<file path="src/hdl/hfi_pkg.sv">
// ----------------------------------------------------------------------------
// hfi_pkg
// Types and constants shared by the square-wave HFI rotor angle observer.
// ----------------------------------------------------------------------------
package hfi_pkg;

	localparam int AddrWidth = 5;
	localparam int DataWidth = 32;

	// Register indexes, taken from paddr[4:2].
	localparam logic [2:0] RegSinInject  = 3'd0;
	localparam logic [2:0] RegCosInject  = 3'd1;
	localparam logic [2:0] RegCompOffset = 3'd2;
	localparam logic [2:0] RegPropGain   = 3'd3;
	localparam logic [2:0] RegIntegGain  = 3'd4;
	localparam logic [2:0] RegAngleGain  = 3'd5;

	localparam logic signed [15:0] CosInjectReset = 16'sd32767;

	// Shared multiply-accumulate unit widths.
	localparam int MacAWidth   = 33;
	localparam int MacBWidth   = 21;
	localparam int MacAccWidth = 55;

	typedef struct packed {
		logic signed [15:0] delta_d;
		logic signed [15:0] delta_q;
		logic               inject_negative;
		logic               enable;
	} sample_t;

	typedef struct packed {
		logic signed [31:0] speed;
		logic signed [15:0] angle;
	} result_t;

	typedef struct packed {
		logic signed [15:0] sin_inject;
		logic signed [15:0] cos_inject;
		logic signed [15:0] comp_offset;
		logic        [31:0] prop_gain;
		logic        [31:0] integ_gain;
		logic        [15:0] angle_gain;
	} cfg_t;

	typedef struct packed {
		logic                          en;
		logic                          clear;
		logic signed [MacAWidth-1:0]   a;
		logic signed [MacBWidth-1:0]   b;
	} mac_ctrl_t;

endpackage

</file>
<file path="src/hdl/hfi_regs.sv">
// ----------------------------------------------------------------------------
// hfi_regs
// APB-style configuration registers: injection sine and cosine, offset, gains.
// ----------------------------------------------------------------------------
module hfi_regs import hfi_pkg::*; (
	input  logic                 clk,
	input  logic                 arst_n,
	input  logic                 psel,
	input  logic                 penable,
	input  logic                 pwrite,
	input  logic [AddrWidth-1:0] paddr,
	input  logic [DataWidth-1:0] pwdata,
	output logic [DataWidth-1:0] prdata,
	output logic                 pready,
	output cfg_t                 cfg
);

	cfg_t       cfg_q;
	logic [2:0] idx;
	logic       wr;

	assign idx    = paddr[4:2];
	assign wr     = psel && penable && pwrite;
	assign pready = 1'b1;
	assign cfg    = cfg_q;

	always_ff @(posedge clk or negedge arst_n) begin
		if (!arst_n) begin
			cfg_q.sin_inject  <= '0;
			cfg_q.cos_inject  <= CosInjectReset;
			cfg_q.comp_offset <= '0;
			cfg_q.prop_gain   <= '0;
			cfg_q.integ_gain  <= '0;
			cfg_q.angle_gain  <= '0;
		end else if (wr) begin
			case (idx)
				RegSinInject:  cfg_q.sin_inject  <= pwdata[15:0];
				RegCosInject:  cfg_q.cos_inject  <= pwdata[15:0];
				RegCompOffset: cfg_q.comp_offset <= pwdata[15:0];
				RegPropGain:   cfg_q.prop_gain   <= pwdata;
				RegIntegGain:  cfg_q.integ_gain  <= pwdata;
				RegAngleGain:  cfg_q.angle_gain  <= pwdata[15:0];
				default: ;
			endcase
		end
	end

	always_comb begin
		case (idx)
			RegSinInject:  prdata = {16'd0, cfg_q.sin_inject};
			RegCosInject:  prdata = {16'd0, cfg_q.cos_inject};
			RegCompOffset: prdata = {16'd0, cfg_q.comp_offset};
			RegPropGain:   prdata = cfg_q.prop_gain;
			RegIntegGain:  prdata = cfg_q.integ_gain;
			RegAngleGain:  prdata = {16'd0, cfg_q.angle_gain};
			default:       prdata = '0;
		endcase
	end

endmodule

</file>
<file path="src/hdl/hfi_mac.sv">
// ----------------------------------------------------------------------------
// hfi_mac
// Shared signed multiply-accumulate unit used by every product of the loop.
// ----------------------------------------------------------------------------
module hfi_mac import hfi_pkg::*; (
	input  logic                          clk,
	input  logic                          arst_n,
	input  mac_ctrl_t                     ctrl,
	output logic signed [MacAccWidth-1:0] acc
);

	logic signed [MacAccWidth-1:0]           acc_q;
	logic signed [MacAWidth+MacBWidth-1:0]   prod;
	logic signed [MacAccWidth-1:0]           base;

	assign prod = ctrl.a * ctrl.b;
	assign base = ctrl.clear ? '0 : acc_q;
	assign acc  = acc_q;

	always_ff @(posedge clk or negedge arst_n) begin
		if (!arst_n) begin
			acc_q <= '0;
		end else if (ctrl.en) begin
			acc_q <= base + {prod[MacAWidth+MacBWidth-1], prod};
		end
	end

endmodule

</file>
<file path="src/hdl/hfi_core.sv">
// ----------------------------------------------------------------------------
// hfi_core
// Sequencer: demodulation, error, PI speed update and angle step, each product
// taken in turn through the shared multiply-accumulate unit.
// ----------------------------------------------------------------------------
module hfi_core import hfi_pkg::*; (
	input  logic                          clk,
	input  logic                          arst_n,
	input  cfg_t                          cfg,
	input  sample_t                       sample,
	input  logic                          sample_valid,
	output logic                          sample_ready,
	output result_t                       result,
	output logic                          result_valid,
	input  logic                          result_ready,
	output mac_ctrl_t                     mac_ctrl,
	input  logic signed [MacAccWidth-1:0] mac_acc
);

	typedef enum logic [3:0] {
		ST_IDLE, ST_SIN, ST_COS, ST_ERR, ST_KP, ST_KI, ST_SPD, ST_ANG, ST_DONE
	} state_t;

	state_t               state_q;
	sample_t              sample_q;
	logic signed [19:0]   err_q;
	logic signed [19:0]   last_q;
	logic signed [31:0]   speed_q;
	logic signed [15:0]   angle_q;
	result_t              result_q;
	logic                 result_valid_q;

	logic signed [MacAccWidth-1:0] sum_n;
	logic signed [19:0]            err;
	logic signed [20:0]            diff;
	logic signed [40:0]            spd_sum;
	logic signed [31:0]            spd_sat;
	logic signed [15:0]            angle_new;
	logic                          out_free;

	assign sample_ready = (state_q == ST_IDLE);
	assign result       = result_q;
	assign result_valid = result_valid_q;
	assign out_free     = !result_valid_q || result_ready;

	// The demodulation sign is applied to the projected sum, then floored by 2^15.
	assign sum_n = sample_q.inject_negative ? -mac_acc : mac_acc;
	assign err   = sum_n[34:15] - {{4{cfg.comp_offset[15]}}, cfg.comp_offset};
	assign diff  = {err_q[19], err_q} - {last_q[19], last_q};

	assign spd_sum = {{9{speed_q[31]}}, speed_q} + {mac_acc[54], mac_acc[54:15]};
	always_comb begin
		if (spd_sum[40:31] == {10{spd_sum[40]}}) begin
			spd_sat = spd_sum[31:0];
		end else begin
			spd_sat = spd_sum[40] ? 32'sh8000_0000 : 32'sh7fff_ffff;
		end
	end

	assign angle_new = angle_q + mac_acc[47:32];

	always_comb begin
		mac_ctrl = '0;
		case (state_q)
			ST_SIN: begin
				mac_ctrl.en    = 1'b1;
				mac_ctrl.clear = 1'b1;
				mac_ctrl.a     = {{17{cfg.sin_inject[15]}}, cfg.sin_inject};
				mac_ctrl.b     = {{5{sample_q.delta_d[15]}}, sample_q.delta_d};
			end
			ST_COS: begin
				mac_ctrl.en = 1'b1;
				mac_ctrl.a  = {{17{cfg.cos_inject[15]}}, cfg.cos_inject};
				mac_ctrl.b  = {{5{sample_q.delta_q[15]}}, sample_q.delta_q};
			end
			ST_KP: begin
				mac_ctrl.en    = 1'b1;
				mac_ctrl.clear = 1'b1;
				mac_ctrl.a     = {1'b0, cfg.prop_gain};
				mac_ctrl.b     = diff;
			end
			ST_KI: begin
				mac_ctrl.en = 1'b1;
				mac_ctrl.a  = {1'b0, cfg.integ_gain};
				mac_ctrl.b  = {err_q[19], err_q};
			end
			ST_ANG: begin
				mac_ctrl.en    = 1'b1;
				mac_ctrl.clear = 1'b1;
				mac_ctrl.a     = {speed_q[31], speed_q};
				mac_ctrl.b     = {5'd0, cfg.angle_gain};
			end
			default: ;
		endcase
	end

	always_ff @(posedge clk or negedge arst_n) begin
		if (!arst_n) begin
			state_q        <= ST_IDLE;
			sample_q       <= '0;
			err_q          <= '0;
			last_q         <= '0;
			speed_q        <= '0;
			angle_q        <= '0;
			result_q       <= '0;
			result_valid_q <= 1'b0;
		end else begin
			// In the final step the output register is either reloaded or still held.
			if (result_valid_q && result_ready && state_q != ST_DONE) begin
				result_valid_q <= 1'b0;
			end
			case (state_q)
				ST_IDLE: begin
					if (sample_valid) begin
						sample_q <= sample;
						state_q  <= ST_SIN;
					end
				end
				ST_SIN: state_q <= ST_COS;
				ST_COS: state_q <= ST_ERR;
				ST_ERR: begin
					err_q   <= err;
					state_q <= ST_KP;
				end
				ST_KP: state_q <= ST_KI;
				ST_KI: state_q <= ST_SPD;
				ST_SPD: begin
					// With the loop disabled the error and speed are both cleared.
					if (sample_q.enable) begin
						speed_q <= spd_sat;
						last_q  <= err_q;
					end else begin
						speed_q <= '0;
						last_q  <= '0;
					end
					state_q <= ST_ANG;
				end
				ST_ANG: state_q <= ST_DONE;
				ST_DONE: begin
					if (out_free) begin
						angle_q        <= angle_new;
						result_q.speed <= speed_q;
						result_q.angle <= angle_new;
						result_valid_q <= 1'b1;
						state_q        <= ST_IDLE;
					end
				end
				default: state_q <= ST_IDLE;
			endcase
		end
	end

endmodule

</file>
<file path="src/hdl/hfi_square_wave_pll_observer.sv">
// A result is registered in the last of the eight steps of the sequencer, which
// run around one shared multiply-accumulate unit; that last step waits while an
// untaken result still holds the output register. The sequencer takes no new
// item until the result is in the output register, which may still wait to be taken.
// Reset: arst_n clears the loop error, speed and angle and loads the register
// reset values at once; no clearing pass is needed.
// ----------------------------------------------------------------------------
// hfi_square_wave_pll_observer
// Square-wave HFI rotor angle observer with an incremental PI phase-locked loop.
// ----------------------------------------------------------------------------
module hfi_square_wave_pll_observer import hfi_pkg::*; (
	input  logic                 clk,
	input  logic                 arst_n,
	input  logic                 psel,
	input  logic                 penable,
	input  logic                 pwrite,
	input  logic [AddrWidth-1:0] paddr,
	input  logic [DataWidth-1:0] pwdata,
	output logic [DataWidth-1:0] prdata,
	output logic                 pready,
	input  sample_t              sample,
	input  logic                 sample_valid,
	output logic                 sample_ready,
	output result_t              result,
	output logic                 result_valid,
	input  logic                 result_ready
);

	cfg_t                          cfg;
	mac_ctrl_t                     mac_ctrl;
	logic signed [MacAccWidth-1:0] mac_acc;

	hfi_regs u_regs (
		.clk     (clk),
		.arst_n  (arst_n),
		.psel    (psel),
		.penable (penable),
		.pwrite  (pwrite),
		.paddr   (paddr),
		.pwdata  (pwdata),
		.prdata  (prdata),
		.pready  (pready),
		.cfg     (cfg)
	);

	hfi_mac u_mac (
		.clk    (clk),
		.arst_n (arst_n),
		.ctrl   (mac_ctrl),
		.acc    (mac_acc)
	);

	hfi_core u_core (
		.clk          (clk),
		.arst_n       (arst_n),
		.cfg          (cfg),
		.sample       (sample),
		.sample_valid (sample_valid),
		.sample_ready (sample_ready),
		.result       (result),
		.result_valid (result_valid),
		.result_ready (result_ready),
		.mac_ctrl     (mac_ctrl),
		.mac_acc      (mac_acc)
	);

endmodule

</file>
<file path="config.mk">
export PLATFORM = sky130hd
export DESIGN_NAME = hfi_square_wave_pll_observer
export DESIGN_NICKNAME = d
export VERILOG_FILES = /design/src/hdl/hfi_pkg.sv /design/src/hdl/hfi_regs.sv /design/src/hdl/hfi_mac.sv /design/src/hdl/hfi_core.sv /design/src/hdl/hfi_square_wave_pll_observer.sv
export SDC_FILE = /design/constraint.sdc
export NUM_CORES = 2
export LEC_CHECK = 0
export ABC_AREA = 0
export BUFFER_PORTS_ARGS = -buffer_cell sky130_fd_sc_hd__buf_4
export CORE_UTILIZATION = 40
export DETAILED_ROUTE_END_ITERATION = 12
export SLEW_MARGIN = 40
export SYNTH_ARGS = -nofsm -noshare
export SYNTH_HDL_FRONTEND = slang
export SYNTH_SLANG_ARGS = --single-unit
</file>
<file path="constraint.sdc">
create_clock -name clk -period 12.85 [get_ports clk]
set_clock_uncertainty 0.1 [all_clocks]
set_input_delay 1.285 -clock clk [delete_from_list [all_inputs] [get_ports clk]]
set_output_delay 1.285 -clock clk [all_outputs]
set_load 0.1 [all_outputs]
</file>
==> flow_metrics.tcl <==
set metrics [dict create \
    cts_buffers 35 \
    globalRouteTotalUtil_pct 24.7 \
    ys_seq_elements 342 \
    crit_path_frequent_cell "sky130_fd_sc_hd__fa_1" \
    1st_pass_router_iterations 10 \
    post-route-drc-count 32 \
    initial_core_util_pct 40.4 \
    worstPathMaxFanout 18 \
    fin_tns_setup_ns 0 \
    synth_adder_area_share_pct 37.8 \
    yosys_warnings 0 \
    synth.lib_cells_used.distinct 77 \
    gp_congestion 0.926 \
    cts_tree "done" \
    critical_path.reg2reg.endpoint "u_mac.acc[53]$_DFFE_PN0N_" \
    hold_path_end "u_core.angle_q[15]$_DFFE_PN0P_" \
    rsz0062_at_grt "no" \
    overflow 0 \
    synth.mux.area_fraction_pct 4.55 \
    finish.utilization_pct 44.8 \
    crit_path_start_kind "flop" \
    hold_path_class "reg -> reg" \
    leading_register_cell_type_out_of_synthesis "sky130_fd_sc_hd__dfrtp_1" \
    mostFrequentLayoutCells "875 x sky130_fd_sc_hd__inv_1, 770 x sky130_fd_sc_hd__nand2_1, 691 x sky130_fd_sc_hd__fa_1" \
    finalMaxSlewViolations 0 \
    synth_edf_count 0 \
    clkTransAtPathRegs_ns 0.07 \
    reg2reg_from "u_core.err_q[0]$_DFFE_PN0P_" \
    layout_area_overhead_pct 10.9 \
    fin_crit_ns 12.14 \
    maxCapViolCount 0 \
    postCtsSetupRepairBufs 0 \
    r2r_cells 50 \
    setup.worst_path.end_class "flop" \
    nets 6282 \
    clock_latency_at_the_later_pin_of_the_worst_skew_pair_ns 0.57 \
    setup_violations 0 \
    cp_slowest_stage_delay_ns 0.63 \
    synthSimpleGateAreaFrac_pct 13.1 \
    die_h_um 342 \
    timing.reg2reg.setup_slack_ns 0.71 \
    detail_route.vias_per_cell 5.43 \
    grt_pass1_wl_mm 224 \
    synth_top_family_by_area "adder cells" \
    horizontal_extent_of_the_die_um 342 \
    worst_slew_pin_slew_ns 0.883 \
    placement.io_buffers 157 \
    layout.cells.most_common "sky130_fd_sc_hd__inv_1" \
    grt_max_degree 78 \
    rows 124 \
    design.portCount 161 \
    clock.fmax_mhz 82.4 \
    first_global_vias 37700 \
    worstHoldStart "u_core.angle_q[15]$_DFFE_PN0P_" \
    hold_depth 1 \
    final-hold-violation-count 0 \
    hpwl_mm 114 \
    grt_antenna_before_repair 0 \
    fin_crit_sh_pct 94.5 \
    maximum_level_of_the_cts_h_tree 2 \
    critical_path.slowest_cell "sky130_fd_sc_hd__or4b_2" \
    dpl-instance-area_sq_um 50000 \
    final_non_filler_cell_area_sq_um 51300 \
    status "complete, but fails checks" \
    timing.setup.critical_path_class "reg -> reg" \
    critPathRequiredTime_ns 13.16 \
    floorplan.die_area_sq_um 117000 \
    antenna_violating_nets_post_route 0 \
    root_buffer "sky130_fd_sc_hd__clkbuf_16" \
    sinks_on_the_clock_net 342 \
    detailroute.via_count 36700 \
    mappedNetlistArea_sq_um 46200 \
    synth_compound_gate_area_share_pct 13.2 \
    synth-async-reset-ratio_pct 100 \
    cts_hold_repair.buffers 0 \
    cts.repair.resized 0 \
    syn_area_cell_sq_um 9.08 \
    violated_checks "design-rule violations" \
    setup_ws_ns 0.710 \
    synthCells 5086 \
    drt-initial-drc-count 2886 \
    portion_of_the_post_synthesis_area_used_by_sequential_elements_pct 18.6 \
    timing.critical_path.arrival_ns 12.45 \
    xor_xnor_share_of_the_synthesized_area_pct 3.77 \
    coreArea_sq_um 115000 \
    cts_max_path_buffers 3 \
    maxSlewHeadroom_pct 41.1 \
    drt_wl_total_mm 142 \
    dp_worst_setup_slack_ns 0.575 \
    routedWlPerCell_um 21.0 \
    mappedNetlistNets 6144 \
    proportion_of_layout_cells_with_a_drive_suffix_above_1_pct 12.5 \
]
==> through the flow <==
step	instances	hold WS, ns
6_report	6764	0.377
5_1_grt	6763	0.395
2_1_floorplan	5086	0.354
3_5_place_dp	6698	0.361
3_3_place_gp	6685	0.362
4_1_cts	6762	0.382
==> synthesized netlist by cell type, drive strengths merged (19+ instances only) <==
cell type    n  share of area [%]
fa         692                 30
nand2      770                6.3
ha         288                7.8
nand4       27               0.37
a222oi      26               0.56
nor3        34               0.37
a22oi       93                1.5
o211ai      21               0.34
a31oi       26               0.35
o21bai      22               0.36
xor2        76                1.4
a21oi      226                2.4
o21ai      221                2.4
and3        20               0.27
a221o       34               0.74
dfrtp      327                 18
a21o       103                1.7
mux2       183                4.5
nand2b      35               0.47
nor2       140                1.1
nand3       90               0.97
and2       127                1.7
nor2b       23               0.31
inv        875                7.1
xnor2      123                2.3
a22o        19               0.36
o31ai       28               0.45
clkbuf     236                1.9
==> worst max-delay path by stage <==
stage	from	slack (ns)	to	depth (start not counted)
finish	u_core.err_q[0]$_DFFE_PN0P_	0.71	u_mac.acc[53]$_DFFE_PN0N_	50
global route	u_core.err_q[0]$_DFFE_PN0P_	0.02	u_mac.acc[53]$_DFFE_PN0N_	50
CTS	u_core.err_q[0]$_DFFE_PN0P_	0.50	u_mac.acc[54]$_DFFE_PN0N_	48
detailed placement	u_core.err_q[0]$_DFFE_PN0P_	0.58	u_mac.acc[54]$_DFFE_PN0N_	49
global placement	u_core.err_q[0]$_DFFE_PN0P_	0.65	u_mac.acc[54]$_DFFE_PN0N_	51
floorplan	u_core.err_q[0]$_DFFE_PN0P_	1.75	u_mac.acc[53]$_DFFE_PN0N_	48
==> state kept, by name (all words and copies together) (netlist names), 4 cells and up <==
| signal | flops |
|---|---|
| u_regs.cfg | 128 |
| u_mac.acc | 55 |
| u_core.sample_q | 34 |
| u_core.result | 32 |
| u_core.speed_q | 32 |
| u_core.err_q | 20 |
| u_core.last_q | 20 |
| u_core.angle_q | 16 |
| u_core.state_q | 4 |
==> layout make-up <==
type | instances | area [sq um]
Clock buffer | 57 | 1110
Tap cell | 1512 | 1890
Inverter | 875 | 3280
Multi-Input combinational cell | 3630 | 33600
Sequential cell | 342 | 8580
Clock inverter | 7 | 56.3
Timing Repair Buffer | 340 | 2700
Antenna cell | 1 | 2.50
Fill cell | 11200 | 63200
==> critical path, delay by kind of cell (launching register included) <==
kind,cells,cell delay (ns)
xor gates and xnor gates,2,0.26
adders and majority gates,11,4.74
DFF,1,0.41
and+or+nand+nor,5,0.97
AOI/OAI and AO/OA,24,4.50
buffers and inverters,8,0.99
==> kinds of logic (layout without fill, tap and decap cells) <==
group / after synthesis / after routing
multiplexers: 187 / 187
AO/OA/AOI/OAI: 925 / 925
AND/OR/NAND/NOR: 1338 / 1338
buffers and inverters: 1114 / 1279
adder cells (fa/ha/maj): 980 / 980
other: 1 / 2
XOR/XNOR: 199 / 199
flip-flops: 342 / 342
==> per-layer routing <==
layer / GRT usage, % / wire (um)
met1: 33.8 / 61300
met2: 40.9 / 67900
met3: 2.79 / 8030
met4: 7.69 / 4890
met5: 0 / 0
Power is not shown: default switching activity piles up to over one toggle a cycle in this logic, so the estimate is an artifact.
